<file path="src/rtl/core/button_debounce_repeat_queue_macros.svh">
// Assertion macros used by the back end of the button debounce and repeat queue RTL.
// Depends on nothing; defining NO_ASSERTIONS turns every check into nothing.
`ifndef BUTTON_DEBOUNCE_REPEAT_QUEUE_MACROS_SVH
`define BUTTON_DEBOUNCE_REPEAT_QUEUE_MACROS_SVH

`ifndef NO_ASSERTIONS
// Checked property, switched off while reset is held.
`define BDRQ_ASSERT(label, clk, rst_n, prop, msg) \
  label: assert property (@(posedge clk) disable iff (!rst_n) prop) else $error(msg);
// Checked property that also holds during reset.
`define BDRQ_ASSERT_ALWAYS(label, clk, prop, msg) \
  label: assert property (@(posedge clk) prop) else $error(msg);
`else
`define BDRQ_ASSERT(label, clk, rst_n, prop, msg)
`define BDRQ_ASSERT_ALWAYS(label, clk, prop, msg)
`endif

`endif

</file>
<file path="src/rtl/core/bdrq_pkg.sv">
// Package for the button debounce and repeat queue: payload types, register map,
// reset values and the back-end state type. Depends on nothing.
package bdrq_pkg;

  localparam int unsigned QUEUE_DEPTH_DEF = 8;

  localparam logic CMD_TICK  = 1'b0;
  localparam logic CMD_DRAIN = 1'b1;

  localparam logic [1:0] REG_DEBOUNCE = 2'd0;
  localparam logic [1:0] REG_DELAY    = 2'd1;
  localparam logic [1:0] REG_INTERVAL = 2'd2;
  localparam logic [1:0] REG_MASK     = 2'd3;

  localparam logic [7:0]  DEBOUNCE_RST = 8'd30;
  localparam logic [15:0] DELAY_RST    = 16'd2000;
  localparam logic [15:0] INTERVAL_RST = 16'd500;
  localparam logic [2:0]  MASK_RST     = 3'd6;

  localparam logic [1:0] BTN_LAST = 2'd2;

  typedef struct packed {
    logic cmd;
    logic ok_level;
    logic plus_level;
    logic minus_level;
  } in_item_t;

  typedef struct packed {
    logic [1:0] button_id;
    logic       last_event;
  } out_item_t;

  // Classified command handed from the front to the back.
  typedef struct packed {
    logic       valid;
    logic       is_drain;
    logic [2:0] lvl;      // bit0 ok, bit1 plus, bit2 minus
  } cmd_if_t;

  typedef struct packed {
    logic [7:0]  debounce;
    logic [15:0] delay;
    logic [15:0] interval;
    logic [2:0]  mask;
  } cfg_t;

  typedef enum logic [2:0] {
    BK_IDLE,
    BK_DEB,
    BK_REP,
    BK_DRN_RD,
    BK_DRN_WAIT
  } bk_state_t;

endpackage

</file>
<file path="src/rtl/core/bdrq_ram.sv">
// Generic single-clock RAM with one write port and one registered read port.
// Depends on nothing.
module bdrq_ram #(
  parameter int unsigned WIDTH = 2,
  parameter int unsigned DEPTH = 8
) (
  input  logic                     clk,
  input  logic                     we,
  input  logic [$clog2(DEPTH)-1:0] waddr,
  input  logic [WIDTH-1:0]         wdata,
  input  logic                     re,
  input  logic [$clog2(DEPTH)-1:0] raddr,
  output logic [WIDTH-1:0]         rdata
);

  logic [WIDTH-1:0] mem [DEPTH];
  logic [WIDTH-1:0] rdata_r;

  always_ff @(posedge clk) begin
    if (we) begin
      mem[waddr] <= wdata;
    end
    if (re) begin
      rdata_r <= mem[raddr];
    end
  end

  assign rdata = rdata_r;

endmodule

</file>
<file path="src/rtl/core/bdrq_front.sv">
// Front end: accepts input items, classifies them as tick or drain and holds
// them in a two-entry command queue. Depends on bdrq_pkg.
module bdrq_front (
  input  logic              clk,
  input  logic              rst_n,
  input  logic              push,
  output logic              full,
  input  bdrq_pkg::in_item_t in_data,
  output bdrq_pkg::cmd_if_t cmd,
  input  logic              cmd_pop
);
  import bdrq_pkg::*;

  cmd_if_t    slot_r [2];
  logic       wr_idx_r;
  logic       rd_idx_r;
  logic [1:0] cnt_r;
  logic       do_push;
  logic       do_pop;
  cmd_if_t    cls;

  always_comb begin
    cls.valid    = 1'b1;
    cls.is_drain = (in_data.cmd == CMD_DRAIN);
    cls.lvl      = {in_data.minus_level, in_data.plus_level, in_data.ok_level};
  end

  assign full    = cnt_r[1];
  assign do_push = push && !full;
  assign do_pop  = cmd_pop && (cnt_r != 2'd0);

  always_ff @(posedge clk) begin
    if (do_push) begin
      slot_r[wr_idx_r] <= cls;
    end
    if (!rst_n) begin
      wr_idx_r <= 1'b0;
      rd_idx_r <= 1'b0;
      cnt_r    <= 2'd0;
    end else begin
      if (do_push) begin
        wr_idx_r <= !wr_idx_r;
      end
      if (do_pop) begin
        rd_idx_r <= !rd_idx_r;
      end
      cnt_r <= cnt_r + {1'b0, do_push} - {1'b0, do_pop};
    end
  end

  always_comb begin
    cmd       = slot_r[rd_idx_r];
    cmd.valid = (cnt_r != 2'd0);
  end

endmodule

</file>
<file path="src/rtl/core/bdrq_back.sv">
// Back end: runs tick commands one button phase per cycle, keeps the event ring
// in a RAM and drains it into the output register. Depends on bdrq_pkg, bdrq_ram.
module bdrq_back #(
  parameter int unsigned QUEUE_DEPTH = bdrq_pkg::QUEUE_DEPTH_DEF
) (
  input  logic               clk,
  input  logic               rst_n,
  input  bdrq_pkg::cfg_t     cfg,
  input  bdrq_pkg::cmd_if_t  cmd,
  output logic               cmd_pop,
  output logic               out_vld,
  output bdrq_pkg::out_item_t out_data,
  input  logic               pop
);
  import bdrq_pkg::*;
  `include "button_debounce_repeat_queue_macros.svh"

  localparam int unsigned PTR_W = $clog2(QUEUE_DEPTH);
  localparam logic [PTR_W-1:0] PTR_LAST = PTR_W'(QUEUE_DEPTH - 1);

  bk_state_t   state_r, state_nxt;
  logic [1:0]  k_r;
  logic [2:0]  lvl_r;
  logic [15:0] tick_r;
  logic [2:0]  stable_r;
  logic [7:0]  dbc_r   [3];
  logic [15:0] press_r [3];
  logic [15:0] lastr_r [3];
  logic [PTR_W-1:0] wr_ptr_r, rd_ptr_r, wr_ptr_inc, rd_ptr_inc;
  logic        out_vld_r;
  out_item_t   out_r;

  logic        sel_lvl, sel_st;
  logic [7:0]  sel_cnt, cnt_inc, cnt_nxt;
  logic        flip, press;
  logic [15:0] held, since;
  logic        rep_fire, enq_req, q_full, ev_we;
  logic        start_tick, deb_step, rep_step, rd_issue, out_load, slot_free;
  logic [1:0]  ram_q;

  assign wr_ptr_inc = (wr_ptr_r == PTR_LAST) ? '0 : wr_ptr_r + 1'b1;
  assign rd_ptr_inc = (rd_ptr_r == PTR_LAST) ? '0 : rd_ptr_r + 1'b1;
  assign q_full     = (wr_ptr_inc == rd_ptr_r);
  assign slot_free  = !out_vld_r || pop;

  // Debounce of the selected button.
  always_comb begin
    sel_lvl = lvl_r[k_r];
    sel_st  = stable_r[k_r];
    sel_cnt = dbc_r[k_r];
    cnt_inc = (sel_cnt < cfg.debounce) ? sel_cnt + 8'd1 : sel_cnt;
    flip    = (sel_lvl != sel_st) && (cnt_inc >= cfg.debounce);
    cnt_nxt = ((sel_lvl == sel_st) || flip) ? 8'd0 : cnt_inc;
    press   = flip && !sel_lvl;
  end

  // Auto-repeat of the selected button; differences wrap at 16 bits.
  always_comb begin
    held     = tick_r - press_r[k_r];
    since    = tick_r - lastr_r[k_r];
    rep_fire = cfg.mask[k_r] && !sel_st && (held >= cfg.delay) && (since >= cfg.interval);
  end

  always_comb begin
    state_nxt  = state_r;
    cmd_pop    = 1'b0;
    start_tick = 1'b0;
    deb_step   = 1'b0;
    rep_step   = 1'b0;
    rd_issue   = 1'b0;
    out_load   = 1'b0;
    case (state_r)
      BK_IDLE: begin
        if (cmd.valid) begin
          cmd_pop = 1'b1;
          if (cmd.is_drain) begin
            state_nxt = BK_DRN_RD;
          end else begin
            start_tick = 1'b1;
            state_nxt  = BK_DEB;
          end
        end
      end
      BK_DEB: begin
        deb_step  = 1'b1;
        state_nxt = BK_REP;
      end
      BK_REP: begin
        rep_step  = 1'b1;
        state_nxt = (k_r == BTN_LAST) ? BK_IDLE : BK_DEB;
      end
      BK_DRN_RD: begin
        if (rd_ptr_r == wr_ptr_r) begin
          state_nxt = BK_IDLE;
        end else begin
          rd_issue  = 1'b1;
          state_nxt = BK_DRN_WAIT;
        end
      end
      BK_DRN_WAIT: begin
        if (slot_free) begin
          out_load  = 1'b1;
          state_nxt = BK_DRN_RD;
        end
      end
      default: state_nxt = BK_IDLE;
    endcase
  end

  assign enq_req = (deb_step && press) || (rep_step && rep_fire);
  assign ev_we   = enq_req && !q_full;

  bdrq_ram #(
    .WIDTH (2),
    .DEPTH (QUEUE_DEPTH)
  ) u_ram (
    .clk   (clk),
    .we    (ev_we),
    .waddr (wr_ptr_r),
    .wdata (k_r),
    .re    (rd_issue),
    .raddr (rd_ptr_r),
    .rdata (ram_q)
  );

  always_ff @(posedge clk) begin
    if (!rst_n) begin
      state_r   <= BK_IDLE;
      k_r       <= 2'd0;
      tick_r    <= 16'd0;
      stable_r  <= 3'b111;
      wr_ptr_r  <= '0;
      rd_ptr_r  <= '0;
      out_vld_r <= 1'b0;
      for (int i = 0; i < 3; i++) begin
        dbc_r[i]   <= 8'd0;
        press_r[i] <= 16'd0;
        lastr_r[i] <= 16'd0;
      end
    end else begin
      state_r <= state_nxt;
      if (start_tick) begin
        tick_r <= tick_r + 16'd1;
        lvl_r  <= cmd.lvl;
        k_r    <= 2'd0;
      end
      if (deb_step) begin
        dbc_r[k_r] <= cnt_nxt;
        if (flip) begin
          stable_r[k_r] <= sel_lvl;
        end
        if (press) begin
          press_r[k_r] <= tick_r;
          lastr_r[k_r] <= tick_r;
        end
      end
      if (rep_step) begin
        if (rep_fire) begin
          lastr_r[k_r] <= tick_r;
        end
        k_r <= k_r + 2'd1;
      end
      if (ev_we) begin
        wr_ptr_r <= wr_ptr_inc;
      end
      if (out_load) begin
        rd_ptr_r  <= rd_ptr_inc;
        out_vld_r <= 1'b1;
      end else if (pop) begin
        out_vld_r <= 1'b0;
      end
    end
  end

  always_ff @(posedge clk) begin
    if (out_load) begin
      out_r.button_id  <= ram_q;
      out_r.last_event <= (rd_ptr_inc == wr_ptr_r);
    end
  end

  assign out_vld  = out_vld_r;
  assign out_data = out_r;

  `BDRQ_ASSERT(a_no_write_full, clk, rst_n, ev_we |-> (wr_ptr_inc != rd_ptr_r), "event written into a full ring")
  `BDRQ_ASSERT(a_tick_keeps_rd, clk, rst_n, (state_r == BK_DEB || state_r == BK_REP) |=> $stable(rd_ptr_r), "read pointer moved during a tick")
  `BDRQ_ASSERT(a_out_held, clk, rst_n, (out_vld_r && !pop) |=> (out_vld_r && $stable(out_r)), "waiting result overwritten")
  `BDRQ_ASSERT(a_k_range, clk, rst_n, (state_r == BK_DEB || state_r == BK_REP) |-> (k_r <= BTN_LAST), "button index out of range")

endmodule

</file>
<file path="src/rtl/core/button_debounce_repeat_queue.sv">
// Three-button debouncer with auto-repeat and an event ring; top level.
// Input channel: push/full carry in_data (cmd, ok, plus, minus levels). A tick
// item (cmd 0) advances the millisecond count and debounces the buttons; a drain
// item (cmd 1) sends every queued event out, oldest first, the final one marked.
// Result channel: empty/pop carry out_data (button_id, last_event).
// Configuration: APB-style registers at byte addresses 0, 4, 8 and 12 for the
// debounce count, repeat delay, repeat interval and repeat enable mask.
// Items pass through a two-entry command queue, so the sender may push while
// the back end is busy. The back end runs one command at a time: a tick is a
// dispatch step plus a debounce and a repeat phase per button, each phase
// able to write one event into the ring RAM. A drain is dispatched, then for
// each event reads the RAM and, as the read is registered, then loads the
// result into the output register; it ends when the ring is empty. If the
// receiver stalls, the output register holds its result and the drain waits;
// the command queue keeps accepting until it is full.
// Reset restores the control registers and empties both queues; the ring RAM needs no
// clearing pass. The ring keeps QUEUE_DEPTH-1 events; further events are lost.
module button_debounce_repeat_queue #(
  parameter int unsigned QUEUE_DEPTH = bdrq_pkg::QUEUE_DEPTH_DEF
) (
  input  logic                clk,
  input  logic                rst_n,
  input  logic                push,
  output logic                full,
  input  bdrq_pkg::in_item_t  in_data,
  output logic                empty,
  input  logic                pop,
  output bdrq_pkg::out_item_t out_data,
  input  logic                psel,
  input  logic                penable,
  input  logic                pwrite,
  input  logic [3:0]          paddr,
  input  logic [31:0]         pwdata,
  output logic [31:0]         prdata,
  output logic                pready
);
  import bdrq_pkg::*;

  cfg_t    cfg_r;
  cmd_if_t cmd;
  logic    cmd_pop;
  logic    out_vld;
  logic    cfg_we;

  assign pready = 1'b1;
  assign cfg_we = psel && penable && pwrite;

  always_ff @(posedge clk) begin
    if (!rst_n) begin
      cfg_r.debounce <= DEBOUNCE_RST;
      cfg_r.delay    <= DELAY_RST;
      cfg_r.interval <= INTERVAL_RST;
      cfg_r.mask     <= MASK_RST;
    end else if (cfg_we) begin
      case (paddr[3:2])
        REG_DEBOUNCE: cfg_r.debounce <= pwdata[7:0];
        REG_DELAY:    cfg_r.delay    <= pwdata[15:0];
        REG_INTERVAL: cfg_r.interval <= pwdata[15:0];
        REG_MASK:     cfg_r.mask     <= pwdata[2:0];
        default: ;
      endcase
    end
  end

  always_comb begin
    case (paddr[3:2])
      REG_DEBOUNCE: prdata = {24'd0, cfg_r.debounce};
      REG_DELAY:    prdata = {16'd0, cfg_r.delay};
      REG_INTERVAL: prdata = {16'd0, cfg_r.interval};
      REG_MASK:     prdata = {29'd0, cfg_r.mask};
      default:      prdata = 32'd0;
    endcase
  end

  bdrq_front u_front (
    .clk     (clk),
    .rst_n   (rst_n),
    .push    (push),
    .full    (full),
    .in_data (in_data),
    .cmd     (cmd),
    .cmd_pop (cmd_pop)
  );

  bdrq_back #(
    .QUEUE_DEPTH (QUEUE_DEPTH)
  ) u_back (
    .clk      (clk),
    .rst_n    (rst_n),
    .cfg      (cfg_r),
    .cmd      (cmd),
    .cmd_pop  (cmd_pop),
    .out_vld  (out_vld),
    .out_data (out_data),
    .pop      (pop)
  );

  assign empty = !out_vld;

endmodule

</file>
<file path="config.mk">
export PLATFORM = sky130hd
export DESIGN_NAME = button_debounce_repeat_queue
export DESIGN_NICKNAME = d
export VERILOG_FILES = /design/src/rtl/core/bdrq_pkg.sv /design/src/rtl/core/bdrq_ram.sv /design/src/rtl/core/bdrq_front.sv /design/src/rtl/core/bdrq_back.sv /design/src/rtl/core/button_debounce_repeat_queue.sv
export VERILOG_INCLUDE_DIRS = /design/src /design/src/rtl/core
export SDC_FILE = /design/constraint.sdc
export NUM_CORES = 1
export LEC_CHECK = 0
export BUFFER_PORTS_ARGS = -buffer_cell sky130_fd_sc_hd__buf_4
export CELL_PAD_IN_SITES_DETAIL_PLACEMENT = 1
export CELL_PAD_IN_SITES_GLOBAL_PLACEMENT = 1
export CORE_UTILIZATION = 31
export CTS_BUF_LIST = sky130_fd_sc_hd__clkbuf_4 sky130_fd_sc_hd__clkbuf_8 sky130_fd_sc_hd__clkbuf_16
export DETAILED_ROUTE_END_ITERATION = 8
export GPL_TIMING_DRIVEN = 0
export HOLD_SLACK_MARGIN = 0.02
export PLACE_DENSITY = 0.61
export SLEW_MARGIN = 0
export SYNTH_ARGS = -nofsm -noshare
export SYNTH_HDL_FRONTEND = slang
export SYNTH_SLANG_ARGS = --single-unit
</file>
<file path="constraint.sdc">
create_clock -name clk -period 9.04 [get_ports clk]
set_input_delay 1.808 -clock clk [delete_from_list [all_inputs] [get_ports clk]]
set_output_delay 1.808 -clock clk [all_outputs]
set_load 0.02 [all_outputs]
</file>
==> metrics.txt <==
Rows 79; flop and latch count out of synthesis 273; nature of the critical path endpoint flop; Pwr Total 3.739 mW; CP required 9.37 ns; clock edge transition at the registers on the reported setup and hold paths 0.06 ns; Mapped Area 14550 µm²; global-route wire length before repair 58990 µm; cells on worst reg2reg path 22; gpl congestion 0.7700; H-Tree Level Count 1; Async SR Flop Fraction 0%; reg2reg end u_back.lastr_r[1][10]; Worst slew margin 34.13%; Avg Cell Area, Syn 11.33 µm²; largest fanout on the critical path 10; r2r setup slk 1.74 ns; synth cell count leaders 192 x edfxtp_1, 140 x nand2_1, 115 x and2_1; DP Area 15810 µm²; register area share after synthesis 50.76%; Worst VDD drop 0.0001377 V; overall routing resource usage 16.10%; setup bufs post-CTS 0; drt pass-1 iters 4; crit path kind reg -> reg; post-detail-place hpwl 29100 µm; Syn. warnings 0; area grow syn2layout 15.75%; final hold vios 0; post-synth top area cell edfxtp_1; core box area 46460 µm²; # DRC 0; Die Y 218.7 µm; count leader, synth edfxtp_1; port buffer count 49; filler instances 5104; Initial DRC Count 563; Final Instance Area 16850 µm²; Min-Delay Path Class reg -> reg; P_leak 6.580 nW; Most used DFF post-synth edfxtp_1; Remaining Overflow, GRT 0; die area 47820 µm²; number of synthesized flops with an enable pin 192; vias in the first global route 10190; Ant. Diodes 0; worst setup path end u_back.lastr_r[1][10]; # hold bufs at CTS 0; pin count of the biggest net entering global routing 18; CP arrival 7.63 ns; post-route ant nets 0; Resized cells post-CTS 0; Routed wire per std cell 18.78 µm; Synth Instances 1285; worst skew pair latency 0.57 ns; layout cell share with drive strength beyond 1 13.96%; initial antenna violation count 0; post-route minimum period 7.302 ns; Period Utilization, post-route 80.77%; Die W 218.7 µm; Initial Utilization 31.33%; Worst Tran Pin Value 0.9880 ns; startpoint types flop; Synth area leaders edfxtp_1 40%, dfxtp_1 11%, ha_1 7.7%, mux4_2 7.3%, and2_1 4.9%; CTS Buf Count 31; setup TNS 0 ns; post-synth cell types 67; status finished, final reports clean; clk_skew 0.01032 ns; CTS tree yes; final setup fails 0; RSZ-0062 raised after global routing no; final wirelength 37900 µm; fin nets 1525; Cell Pwr Density 221.9 nW/µm²; share of the synthesized area in the top cell type 39.61%; vias per inst 4.808; Ports 85; Slew Limit Fails 0; Longest Clk Path Bufs 3; clock sink count 273; Fmax 0.1369 GHz; max cap viols 0; via count of the routed design 9703; CTS root buf clkbuf_16
worst max-delay path, stage by stage (launching register included):
cell and delay, ns:
dfxtp_1 0.32, buf_6 0.12, buf_2 0.35, buf_1 0.76
mux4_2 0.61, inv_1 0.17, ha_1 0.26, nor2b_1 0.14
o31a_1 0.27, o21ai_0 0.24, a21oi_1 0.19, o41ai_1 0.57
mux2i_1 0.24, nand4_1 0.17, ha_1 0.35, a21oi_1 0.14
o21ai_0 0.16, a41oi_1 0.27, a21oi_1 0.13, a22oi_2 0.51
clkbuf_1 0.49, o21ai_2 0.31, buf_8 0.26
how the worst min path moves through the flow:
stage,from,end,cells past startpoint
after global placement,u_back.u_ram.rdata[0],u_back.out_data[1],0
after global routing,u_back.u_ram.rdata[0],u_back.out_data[1],0
final,u_back.u_ram.rdata[0],u_back.out_data[1],0
after CTS,u_back.u_ram.rdata[0],u_back.out_data[1],0
after detailed placement,u_back.u_ram.rdata[0],u_back.out_data[1],0
after floorplan,u_back.u_ram.rdata[0],u_back.out_data[1],0
kinds of logic (layout without fill, tap and decap cells):
logic type,after synthesis,in the layout,synth area share (%)
buffers and inverters,169,280,4.874
DFF,273,273,50.76
and+or+nand+nor,442,442,15.59
adders and majority gates,92,92,8.012
other,2,17,0.05160
muxes,74,74,9.182
AOI/OAI and AO/OA,178,178,8.227
xor gates and xnor gates,55,55,3.310
stage by stage:
step,worst slack [ns],cells,hold WS [ns],utilization (%)
floorplan,2.695,1300,0.4003,-
CTS,1.647,2018,0.4186,36.26
detailed placement,1.679,1960,0.4056,34.03
global placement,0.2333,1956,0.4027,33.88
global route,1.122,2018,0.4220,36.26
finish,1.738,2018,0.4169,36.26
metal layers:
metal  track usage [%]  up-vias  wire, µm
met5                 0        -         0
met4             4.074        0       718
met3             2.199       47      1323
met2             27.75      147     18350
met1             21.14     4789     17500
li1                  -     4720         -
power breakdown:
group	total, mW	leakage, nW	switching [mW]	internal, mW
sequential	1.46	2.62	0.0441	1.42
combinational	1.01	3.44	0.594	0.420
clock	1.26	0.519	0.509	0.752
layout make-up:
cell class | instances | area [µm²] | share of cell area, %
Clock buffer | 44 | 904.6 | 5.370
Buffer | 71 | 341.6 | 2.028
Multi-Input combinational cell | 858 | 6528 | 38.75
Clock inverter | 14 | 130.1 | 0.7724
Sequential cell | 273 | 7387 | 43.85
Inverter | 98 | 367.9 | 2.184
Timing Repair Buffer | 53 | 427.9 | 2.540
Tap cell | 607 | 759.5 | 4.508
cell usage in the layout, fill, tap and decap left out, types with 31 or more instances in the layout:
master and count:
a21oi_1 42, and2_1 115, buf_4 66, clkbuf_1 41, clkbuf_16 31, dfxtp_1 81
edfxtp_1 192, ha_1 90, inv_1 98, mux4_2 47, nand2_1 140, nor2_1 63
o21ai_0 33, xnor2_1 36
registers in the layout, indices dropped and copies added, names as in the netlist, 2 cells and up, named ones only:
register            count
u_back.u_ram.mem       16
u_front.cnt_r           2
u_front.slot_r          8
cfg_r                  43
u_back.wr_ptr_r         3
u_back.k_r              2
u_back.press_r         64
u_back.state_r          3
u_back.lastr_r         64
u_back.stable_r         3
u_back.out_data         3
u_back.lvl_r            3
u_back.u_ram.rdata      2
u_back.dbc_r           32
u_back.rd_ptr_r         3
u_back.tick_r          16
(Power assumes the default switching activity.)
